===== src/sv/smpid_pkg.sv =====
// Shared types and constants for the Smith predictor PID step block.
// No dependencies; imported by smith_predictor_pid_step_top.
package smpid_pkg;

    // Input item: one control sample
    typedef struct packed {
        logic [11:0] measured_temp;
        logic [9:0]  setpoint;
    } in_item_t;

    // Result item: heater duty and predicted temperature
    typedef struct packed {
        logic [9:0]         duty;
        logic signed [31:0] predicted_temp;
    } out_item_t;

    // Configuration register indexes
    localparam int unsigned CFG_INDEX_W = 3;
    localparam logic [CFG_INDEX_W-1:0] CFG_GAIN_NOW   = 3'd0;
    localparam logic [CFG_INDEX_W-1:0] CFG_GAIN_PREV  = 3'd1;
    localparam logic [CFG_INDEX_W-1:0] CFG_GAIN_PREV2 = 3'd2;
    localparam logic [CFG_INDEX_W-1:0] CFG_MODEL_NUM0 = 3'd3;
    localparam logic [CFG_INDEX_W-1:0] CFG_MODEL_NUM1 = 3'd4;
    localparam logic [CFG_INDEX_W-1:0] CFG_MODEL_DEN1 = 3'd5;

    // Configuration reset values
    localparam logic signed [31:0] RST_GAIN_NOW   = 32'sd111732;
    localparam logic signed [31:0] RST_GAIN_PREV  = -32'sd107157;
    localparam logic signed [31:0] RST_GAIN_PREV2 = 32'sd0;
    localparam logic signed [31:0] RST_MODEL_NUM0 = 32'sd0;
    localparam logic signed [31:0] RST_MODEL_NUM1 = 32'sd4116;
    localparam logic signed [31:0] RST_MODEL_DEN1 = -32'sd63786;

    // Upper clamp of the control output, whole degrees
    localparam int CLAMP_DEGREES = 1000;

    // Sequencer steps; each multiply step names the multiply issued in that step (STEP_ERR and STEP_LAST issue none)
    localparam int unsigned STEP_W = 4;
    localparam logic [STEP_W-1:0] STEP_D_NEW   = 4'd0;
    localparam logic [STEP_W-1:0] STEP_D_OLD   = 4'd1;
    localparam logic [STEP_W-1:0] STEP_D_FB    = 4'd2;
    localparam logic [STEP_W-1:0] STEP_F_NEW   = 4'd3;
    localparam logic [STEP_W-1:0] STEP_F_OLD   = 4'd4;
    localparam logic [STEP_W-1:0] STEP_F_FB    = 4'd5;
    localparam logic [STEP_W-1:0] STEP_P_PREV  = 4'd6;
    localparam logic [STEP_W-1:0] STEP_P_PREV2 = 4'd7;
    localparam logic [STEP_W-1:0] STEP_ERR     = 4'd8;
    localparam logic [STEP_W-1:0] STEP_P_NOW   = 4'd9;
    localparam logic [STEP_W-1:0] STEP_LAST    = 4'd10;

endpackage


===== src/sv/smith_predictor_pid_step_top.sv =====
// Smith predictor with incremental PID, one control sample per transfer.
// Depends on smpid_pkg (item types, register indexes, sequencer steps).
//
// Usage:
//   Input channel (in_valid / in_stall / in_data) takes one sample: measured
//   temperature in quarter degrees and setpoint in whole degrees. in_stall is
//   high while an item is in work.
//   Output channel (out_valid / out_stall / out_data) gives one result per
//   sample: duty and the Q-format predicted temperature. The result sits in
//   an output register and holds while out_stall is high.
//   Configuration channel (cfg_valid / cfg_ready / cfg_index / cfg_data)
//   writes the six gain and model coefficients; cfg_ready is always high.
//   Write only while no item is in work. Indexes beyond the list are ignored.
// Timing:
//   The first sample after reset only loads the plant models and gives a
//   result of zero duty and zero prediction. Every later sample runs the
//   sequencer steps: nine multiplies are issued in turn into one shared 32x32
//   multiplier with a registered product, and the accumulate, prediction and
//   error steps are folded around it. The next sample is taken in the cycle
//   after the result is loaded, so no sample is taken while one is in work.
//   If the previous result is still stalled when a new one is ready, the
//   sequencer holds its last step until the output register frees.
// Reset: rst_n (asynchronous, active low) clears the models, history, errors
//   and the start flag, and restores the coefficient defaults.
module smith_predictor_pid_step_top #(
    parameter int DELAY     = 2,
    parameter int FRAC_BITS = 16
) (
    input  logic                       clk,
    input  logic                       rst_n,
    input  logic                       in_valid,
    output logic                       in_stall,
    input  smpid_pkg::in_item_t        in_data,
    output logic                       out_valid,
    input  logic                       out_stall,
    output smpid_pkg::out_item_t       out_data,
    input  logic                       cfg_valid,
    output logic                       cfg_ready,
    input  logic [smpid_pkg::CFG_INDEX_W-1:0] cfg_index,
    input  logic [31:0]                cfg_data
);
    import smpid_pkg::*;

    localparam int HIST_DEPTH = DELAY + 1;
    localparam int ACC_W      = 35;
    localparam logic signed [63:0] HALF_LSB = 64'sd1 <<< (FRAC_BITS - 1);
    localparam logic signed [63:0] TOP_WIDE = 64'(CLAMP_DEGREES) <<< FRAC_BITS;
    localparam logic signed [31:0] TOP_U    =
        (TOP_WIDE > 64'sd2147483647) ? 32'sh7FFFFFFF : TOP_WIDE[31:0];

    typedef enum logic [2:0] {
        ST_IDLE  = 3'b001,
        ST_PRIME = 3'b010,
        ST_RUN   = 3'b100
    } state_t;

    // Saturate a wide signed value to 32 bits
    function automatic logic signed [31:0] sat32(input logic signed [63:0] v);
        logic signed [31:0] r;
        if (v > 64'sd2147483647)
            r = 32'sh7FFFFFFF;
        else if (v < -64'sd2147483648)
            r = 32'sh80000000;
        else
            r = v[31:0];
        return r;
    endfunction

    // Round a full product to nearest (half up) and saturate
    function automatic logic signed [31:0] round_prod(input logic signed [63:0] p);
        logic signed [63:0] s;
        s = (p + HALF_LSB) >>> FRAC_BITS;
        return sat32(s);
    endfunction

    // Control state
    state_t            state_reg, state_next;
    logic [STEP_W-1:0] cnt_reg, cnt_next;
    logic              started_reg, started_next;
    logic              out_valid_reg, out_valid_next;

    // Coefficient registers
    logic signed [31:0] gain_now_reg, gain_prev_reg, gain_prev2_reg;
    logic signed [31:0] model_num0_reg, model_num1_reg, model_den1_reg;

    // Controller state
    logic signed [31:0] hist_reg [HIST_DEPTH];
    logic signed [31:0] hist_next [HIST_DEPTH];
    logic signed [31:0] err_last_reg, err_last_next;
    logic signed [31:0] err_before_reg, err_before_next;
    logic signed [31:0] dprev_reg, dprev_next;
    logic signed [31:0] fprev_reg, fprev_next;

    // Work registers
    in_item_t           in_reg;
    logic signed [63:0] product_reg;
    logic signed [ACC_W-1:0] acc_reg, acc_next;
    logic signed [31:0] yd_reg, yd_next;
    logic signed [31:0] yf_reg, yf_next;
    logic signed [31:0] pred_reg, pred_next;
    logic signed [31:0] err_reg, err_next;
    out_item_t          out_reg, out_next;

    // Shared multiplier operands
    logic signed [31:0] mul_a, mul_b;
    logic               mul_en;

    logic               in_xfer, out_free;
    logic signed [31:0] term, meas, ref_val, u_sat, u_clamp;
    logic [63:0]        meas_wide, u_shift;
    logic signed [ACC_W-1:0] acc_sum;

    assign in_stall  = (state_reg != ST_IDLE);
    assign in_xfer   = in_valid && !in_stall;
    assign out_valid = out_valid_reg;
    assign out_data  = out_reg;
    assign out_free  = !out_valid_reg || !out_stall;
    assign cfg_ready = 1'b1;

    // Scale the held sample into fixed point
    assign meas_wide = 64'(in_reg.measured_temp) << (FRAC_BITS - 2);
    assign meas      = meas_wide[31:0];
    assign ref_val   = sat32(64'(in_reg.setpoint) <<< FRAC_BITS);
    assign term      = round_prod(product_reg);

    // Select multiplier operands for the current step
    always_comb
    begin
        mul_a  = '0;
        mul_b  = '0;
        mul_en = (state_reg == ST_RUN);
        case (cnt_reg)
            STEP_D_NEW:
            begin
                mul_a = model_num0_reg;
                mul_b = hist_reg[DELAY-1];
            end
            STEP_D_OLD:
            begin
                mul_a = model_num1_reg;
                mul_b = hist_reg[DELAY];
            end
            STEP_D_FB:
            begin
                mul_a = model_den1_reg;
                mul_b = dprev_reg;
            end
            STEP_F_NEW:
            begin
                mul_a = model_num0_reg;
                mul_b = hist_reg[0];
            end
            STEP_F_OLD:
            begin
                mul_a = model_num1_reg;
                mul_b = hist_reg[0];
            end
            STEP_F_FB:
            begin
                mul_a = model_den1_reg;
                mul_b = fprev_reg;
            end
            STEP_P_PREV:
            begin
                mul_a = gain_prev_reg;
                mul_b = err_last_reg;
            end
            STEP_P_PREV2:
            begin
                mul_a = gain_prev2_reg;
                mul_b = err_before_reg;
            end
            STEP_P_NOW:
            begin
                mul_a = gain_now_reg;
                mul_b = err_reg;
            end
            default:
            begin
                mul_en = 1'b0;
            end
        endcase
    end

    // Final control sum, clamp and duty
    assign acc_sum = acc_reg + ACC_W'(term);
    assign u_sat   = sat32(64'(acc_sum));
    always_comb
    begin
        if (u_sat > TOP_U)
            u_clamp = TOP_U;
        else if (u_sat < 32'sd0)
            u_clamp = 32'sd0;
        else
            u_clamp = u_sat;
    end
    assign u_shift = {32'b0, u_clamp} >> FRAC_BITS;

    // Sequencer and datapath next state
    always_comb
    begin
        state_next      = state_reg;
        cnt_next        = cnt_reg;
        started_next    = started_reg;
        out_valid_next  = out_valid_reg;
        out_next        = out_reg;
        acc_next        = acc_reg;
        yd_next         = yd_reg;
        yf_next         = yf_reg;
        pred_next       = pred_reg;
        err_next        = err_reg;
        err_last_next   = err_last_reg;
        err_before_next = err_before_reg;
        dprev_next      = dprev_reg;
        fprev_next      = fprev_reg;
        for (int i = 0; i < HIST_DEPTH; i++)
            hist_next[i] = hist_reg[i];

        // Drop the result once it is taken
        if (out_valid_reg && !out_stall)
            out_valid_next = 1'b0;

        case (state_reg)
            ST_IDLE:
            begin
                if (in_xfer)
                begin
                    cnt_next   = STEP_D_NEW;
                    state_next = started_reg ? ST_RUN : ST_PRIME;
                end
            end
            ST_PRIME:
            begin
                // Load both models with the first measurement
                if (out_free)
                begin
                    dprev_next                = meas;
                    fprev_next                = meas;
                    started_next              = 1'b1;
                    out_next.duty             = '0;
                    out_next.predicted_temp   = '0;
                    out_valid_next            = 1'b1;
                    state_next                = ST_IDLE;
                end
            end
            ST_RUN:
            begin
                // Accumulate the product issued in the previous step
                cnt_next = cnt_reg + STEP_W'(1);
                case (cnt_reg)
                    STEP_D_OLD:   acc_next = ACC_W'(term);
                    STEP_D_FB:    acc_next = acc_reg + ACC_W'(term);
                    STEP_F_NEW:
                    begin
                        acc_next = acc_reg - ACC_W'(term);
                        yd_next  = sat32(64'(acc_reg - ACC_W'(term)));
                    end
                    STEP_F_OLD:   acc_next = ACC_W'(term);
                    STEP_F_FB:    acc_next = acc_reg + ACC_W'(term);
                    STEP_P_PREV:
                    begin
                        acc_next = acc_reg - ACC_W'(term);
                        yf_next  = sat32(64'(acc_reg - ACC_W'(term)));
                    end
                    STEP_P_PREV2:
                    begin
                        acc_next  = ACC_W'(hist_reg[0]) + ACC_W'(term);
                        pred_next = sat32(64'(ACC_W'(yf_reg) + ACC_W'(meas)
                                              - ACC_W'(yd_reg)));
                    end
                    STEP_ERR:
                    begin
                        acc_next = acc_reg + ACC_W'(term);
                        err_next = sat32(64'(ACC_W'(ref_val) - ACC_W'(pred_reg)));
                    end
                    STEP_P_NOW:
                    begin
                        acc_next = acc_reg;
                    end
                    STEP_LAST:
                    begin
                        // Commit when the output register is free, else hold
                        cnt_next = cnt_reg;
                        if (out_free)
                        begin
                            err_before_next         = err_last_reg;
                            err_last_next           = err_reg;
                            dprev_next              = yd_reg;
                            fprev_next              = yf_reg;
                            for (int i = 1; i < HIST_DEPTH; i++)
                                hist_next[i] = hist_reg[i-1];
                            hist_next[0]            = u_clamp;
                            out_next.duty           = u_shift[9:0];
                            out_next.predicted_temp = pred_reg;
                            out_valid_next          = 1'b1;
                            state_next              = ST_IDLE;
                        end
                    end
                    default:
                    begin
                        acc_next = acc_reg;
                    end
                endcase
            end
            default:
            begin
                state_next = ST_IDLE;
            end
        endcase
    end

    // Control and controller state registers
    always_ff @(posedge clk or negedge rst_n)
    begin
        if (!rst_n)
        begin
            state_reg      <= ST_IDLE;
            cnt_reg        <= STEP_D_NEW;
            started_reg    <= 1'b0;
            out_valid_reg  <= 1'b0;
            err_last_reg   <= '0;
            err_before_reg <= '0;
            dprev_reg      <= '0;
            fprev_reg      <= '0;
            for (int i = 0; i < HIST_DEPTH; i++)
                hist_reg[i] <= '0;
        end
        else
        begin
            state_reg      <= state_next;
            cnt_reg        <= cnt_next;
            started_reg    <= started_next;
            out_valid_reg  <= out_valid_next;
            err_last_reg   <= err_last_next;
            err_before_reg <= err_before_next;
            dprev_reg      <= dprev_next;
            fprev_reg      <= fprev_next;
            for (int i = 0; i < HIST_DEPTH; i++)
                hist_reg[i] <= hist_next[i];
        end
    end

    // Coefficient registers, written by configuration transfers
    always_ff @(posedge clk or negedge rst_n)
    begin
        if (!rst_n)
        begin
            gain_now_reg   <= RST_GAIN_NOW;
            gain_prev_reg  <= RST_GAIN_PREV;
            gain_prev2_reg <= RST_GAIN_PREV2;
            model_num0_reg <= RST_MODEL_NUM0;
            model_num1_reg <= RST_MODEL_NUM1;
            model_den1_reg <= RST_MODEL_DEN1;
        end
        else if (cfg_valid && cfg_ready)
        begin
            case (cfg_index)
                CFG_GAIN_NOW:   gain_now_reg   <= cfg_data;
                CFG_GAIN_PREV:  gain_prev_reg  <= cfg_data;
                CFG_GAIN_PREV2: gain_prev2_reg <= cfg_data;
                CFG_MODEL_NUM0: model_num0_reg <= cfg_data;
                CFG_MODEL_NUM1: model_num1_reg <= cfg_data;
                CFG_MODEL_DEN1: model_den1_reg <= cfg_data;
                default:        ;
            endcase
        end
    end

    // Payload and work registers
    always_ff @(posedge clk)
    begin
        if (in_xfer)
            in_reg <= in_data;
        if (mul_en)
            product_reg <= 64'(mul_a) * 64'(mul_b);
        acc_reg  <= acc_next;
        yd_reg   <= yd_next;
        yf_reg   <= yf_next;
        pred_reg <= pred_next;
        err_reg  <= err_next;
        out_reg  <= out_next;
    end

endmodule

===== config.mk =====
export PLATFORM = sky130hd
export DESIGN_NAME = smith_predictor_pid_step_top
export DESIGN_NICKNAME = d
export VERILOG_FILES = /design/src/sv/smpid_pkg.sv /design/src/sv/smith_predictor_pid_step_top.sv
export SDC_FILE = /design/constraint.sdc
export NUM_CORES = 2
export LEC_CHECK = 0
export BUFFER_PORTS_ARGS = -buffer_cell sky130_fd_sc_hd__buf_2
export CAP_MARGIN = 5
export CORE_ASPECT_RATIO = 2
export CORE_MARGIN = 2
export CORE_UTILIZATION = 65
export DETAILED_ROUTE_END_ITERATION = 10
export PLACE_DENSITY = 0.89
export SKIP_CTS_REPAIR_TIMING = 1
export SLEW_MARGIN = 30
export SYNTH_ARGS = -nofsm -noshare
export SYNTH_HDL_FRONTEND = slang
export SYNTH_SLANG_ARGS = --single-unit

===== constraint.sdc =====
create_clock -name clk -period 20.3 [get_ports clk]
set_input_delay 0 -clock clk [delete_from_list [all_inputs] [get_ports clk]]
set_output_delay 0 -clock clk [all_outputs]
set_load 0.02 [all_outputs]

==> results.rst <==
.. list-table::
   :header-rows: 1

   * - Metric
     - Value
   * - Wirelength, routed
     - 266000 um
   * - Hold path cells
     - 2
   * - Pin count of the biggest net entering global routing
     - 177
   * - Data arrival time of the worst path
     - 12.31 ns
   * - Leak
     - 37.3 nW
   * - Total power after layout
     - 7.71 mW
   * - Total gr overflow
     - 0
   * - FP Rows
     - 175
   * - Final Hold Vio Count
     - 3
   * - Fill count
     - 8385
   * - Number of buffers between clock root and the deepest sink
     - 3
   * - Weighted congestion reported at the end of routability-driven placement
     - 1.09
   * - Vias in the first global route
     - 66.5k
   * - Skew-Pair Late Insertion Delay
     - 0.73 ns
   * - Clock buffer count from CTS
     - 67
   * - FF/Latch Area
     - 18900 um2
   * - Post-detailed-route via-to-cell ratio
     - 6.62
   * - Post-detail-place hpwl
     - 196000 um
   * - Setup_tns
     - 0 ns
   * - Post-synth top flop
     - sky130_fd_sc_hd__dfrtp_1
   * - WS Path Type
     - flip-flop to flip-flop
   * - Count of final max-slew check failures
     - 0
   * - Clock power share
     - 18.0%
   * - Logic pwr share
     - 58.1%
   * - DRC marker count from the first detailed-route iteration
     - 6479
   * - R2R setup slack
     - 8.41 ns
   * - Total global-route track usage
     - 46.2%
   * - Result of the run
     - complete, but fails checks
   * - Violations in the final reports
     - negative hold slack
   * - Final net count
     - 9278
   * - Clock sinks
     - 698
   * - Total Die Area
     - 117000 um2
   * - Area added between synthesis and finish
     - 7.56%
   * - EDFF count, synth
     - 276
   * - Setup Skew
     - 0.0539 ns
   * - Per-cell routed wire length
     - 28.5 um
   * - Post-route ant nets
     - 0
   * - Worst setup path startpoint
     - cnt_reg[3]
   * - Overall die width
     - 243 um
   * - Max FFs per register
     - 93
   * - Effective utilization at floorplan
     - 65.4%
   * - Flip-flop and latch count after synthesis
     - 698
   * - Worst min path class
     - input port to flip-flop
   * - Highest cell delay on the worst timing path
     - 0.99 ns
   * - Wire length of the first global-routing pass
     - 396000 um
   * - Kind of launch point of the worst setup path
     - flip-flop
   * - Reg2reg end
     - product_reg[63]
   * - Required time reported for the critical path endpoint
     - 20.72 ns
   * - Antenna violations before repair
     - 16
   * - Distinct cell type count of the synthesized netlist
     - 98
   * - Die height
     - 482 um
   * - Final number of setup-violating endpoints
     - 0
   * - Share of the core filled with cells
     - 70.4%
   * - Endpoint type of the worst setup path
     - flip-flop
   * - Number of primary I/O pins
     - 107
   * - Net load switching power
     - 3.94 mW
   * - RSZ-0062 raised after global routing
     - false
   * - DRC
     - 0
   * - Internal Pwr Total
     - 3.77 mW
   * - Fraction of final layout cells with drive strength greater than 1
     - 9.56%
   * - CP max stage cell
     - sky130_fd_sc_hd__fa_1
   * - Total number of yosys warnings
     - 0
   * - Synthesized Nets
     - 9272
   * - Number of instances in the synthesized netlist
     - 7764
   * - Max-cap viol count
     - 0
   * - Clk slew on worst S/H paths
     - 0.06 ns
   * - Worst path setup slack after routing
     - 8.41 ns
   * - Worst slew margin relative to its limit
     - 14.1%
   * - Post-synth design cell area
     - 74200 um2
   * - Switching share of total power
     - 51.1%
   * - Top fanout value on the critical path
     - 51
   * - Cell mode on critical path
     - sky130_fd_sc_hd__fa_1
   * - Worst min-delay path startpoint
     - in_data[6]
   * - H-tree depth
     - 3
   * - Measured slew at the worst slew-check pin
     - 1.29 ns
   * - Max Clk Rate
     - 84.1 MHz
   * - Number of iterations in the first detailed-routing pass
     - 7
   * - Clk Tree Root Cell
     - sky130_fd_sc_hd__clkbuf_16
   * - Worst hold-check slack
     - -0.0250 ns
   * - Core outline area
     - 113000 um2
   * - Port Buffer Count
     - 105
   * - Total area of multi-input combinational cells
     - 49200 um2
   * - Max IR drop VDD
     - 0.119 mV
   * - Sequential share of the synthesized area
     - 25.5%
   * - Worst slack at placement
     - 8.74 ns
   * - Tmin final
     - 11.89 ns
   * - Async set-reset flop share out of synthesis
     - 60.5%
   * - Origin of the critical flop-to-flop path
     - cnt_reg[3]
   * - Depth of the most critical reg-to-reg path
     - 30
   * - Synthesized area divided by synthesized cell count
     - 9.55 um2
   * - Sequential power share
     - 23.9%
   * - Hold path endpoint
     - in_reg[6]
   * - Power density over cell area
     - 96.7 nW/um2
   * - Final Cycle Share
     - 58.5%
   * - Number of vias in the routed layout
     - 61.8k
   * - Clock tree from TritonCTS
     - built
-- metal layers --
metal | global-route usage (%) | wire length [um] | vias to the layer above
li1 | - | - | 25044
met1 | 43.3 | 72500 | 30273
met2 | 76.0 | 126000 | 4456
met3 | 12.6 | 26700 | 2017
met4 | 53.6 | 40300 | 10
met5 | 0.124 | 58 | -
-- worst max-delay path by stage --
stage,end,slack (ns),cells past startpoint
finish,product_reg[63],8.41,30
global route,product_reg[63],7.93,30
CTS,product_reg[63],8.65,29
detailed placement,product_reg[63],8.74,29
global placement,product_reg[63],8.90,29
floorplan,product_reg[63],10.31,33
-- metrics by stage --
| stage | instance area [um2] | cells | hold slack (ns) |
|---|---|---|---|
| after detailed placement | 76600 | 9133 | 0.169 |
| after global routing | 79800 | 9329 | -0.00649 |
| after floorplan | 74200 | 7764 | -0.296 |
| after global placement | 76500 | 9132 | 0.147 |
| final | 79800 | 9337 | -0.0250 |
| after CTS | 79000 | 9256 | -0.579 |
-- worst max-delay path: cells and delay by family (launching register included) --
family | cells | cell delay [ns]
and+or+nand+nor | 4 | 1.40
adders and majority gates | 9 | 4.89
AOI/OAI and AO/OA | 8 | 2.29
xor gates and xnor gates | 1 | 0.16
buffers and inverters | 8 | 2.10
DFF | 1 | 0.60
-- cell usage in the layout, fill, tap and decap left out, types with 92 or more instances in the layout --
master / instances
sky130_fd_sc_hd__fa_1: 1096
sky130_fd_sc_hd__xnor2_1: 151
sky130_fd_sc_hd__and2_1: 92
sky130_fd_sc_hd__o21ai_0: 210
sky130_fd_sc_hd__buf_4: 160
sky130_fd_sc_hd__inv_1: 1296
sky130_fd_sc_hd__buf_2: 106
sky130_fd_sc_hd__a21oi_1: 245
sky130_fd_sc_hd__ha_1: 349
sky130_fd_sc_hd__dfrtp_1: 361
sky130_fd_sc_hd__edfxtp_1: 276
sky130_fd_sc_hd__nand3_1: 105
sky130_fd_sc_hd__nor2_1: 391
sky130_fd_sc_hd__mux2_2: 195
sky130_fd_sc_hd__nand2_1: 1393
-- power by group through the flow --
stage | Clock, mW | Combinational, mW | Sequential [mW]
after detailed placement | 0 | 4.14 | 1.86
after CTS | 1.38 | 4.19 | 1.83
final | 1.39 | 4.48 | 1.84
after global placement | 0 | 4.07 | 1.85
after global routing | 1.44 | 4.63 | 1.85
after floorplan | 0 | 2.46 | 1.82
-- Yosys cell counts, types with 28 or more instances --
cell	instances	area, um2
sky130_fd_sc_hd__nand2_1	1395	5240
sky130_fd_sc_hd__inv_1	1297	4870
sky130_fd_sc_hd__fa_1	1097	22000
sky130_fd_sc_hd__nor2_1	398	1490
sky130_fd_sc_hd__dfrtp_1	361	9030
sky130_fd_sc_hd__clkbuf_1	356	1340
sky130_fd_sc_hd__ha_1	349	4370
sky130_fd_sc_hd__edfxtp_1	276	8290
sky130_fd_sc_hd__a21oi_1	251	1260
sky130_fd_sc_hd__o21ai_0	212	1060
sky130_fd_sc_hd__mux2_2	195	2200
sky130_fd_sc_hd__xnor2_1	153	1340
sky130_fd_sc_hd__nand3_1	107	536
sky130_fd_sc_hd__and2_1	92	576
sky130_fd_sc_hd__a21o_1	87	653
sky130_fd_sc_hd__a221oi_1	87	762
sky130_fd_sc_hd__xor2_1	87	762
sky130_fd_sc_hd__nor3_1	74	370
sky130_fd_sc_hd__a22o_1	68	596
sky130_fd_sc_hd__a221o_1	67	671
sky130_fd_sc_hd__dfstp_2	61	1600
sky130_fd_sc_hd__nand4_1	45	282
sky130_fd_sc_hd__a31oi_1	43	269
sky130_fd_sc_hd__a22oi_1	41	308
sky130_fd_sc_hd__o21a_1	40	300
sky130_fd_sc_hd__a222oi_1	39	390
sky130_fd_sc_hd__nand2b_1	39	244
sky130_fd_sc_hd__o21bai_1	37	278
sky130_fd_sc_hd__and3_1	28	175
-- layout make-up --
type,count,share of cell area (%)
tap,1504,2.36
sequential,698,23.7
clock buffer,94,2.37
multi-input combinational,5364,61.6
antenna,9,0.0282
inverter,1299,6.11
clock inverter,29,0.623
timing repair buffer,340,3.17
-- kinds of logic after synthesis --
| logic type | after synthesis | synth area share (%) |
|---|---|---|
| AND/OR/NAND/NOR | 2296 | 13.2 |
| buffers and inverters | 1702 | 8.69 |
| adder cells (fa/ha/maj) | 1446 | 35.5 |
| AO/OA/AOI/OAI | 1176 | 11.2 |
| flip-flops | 698 | 25.5 |
| XOR/XNOR | 240 | 2.83 |
| multiplexers | 205 | 3.09 |
| other | 1 | 0.00506 |
Note: power is estimated with default switching activity, not from simulation.
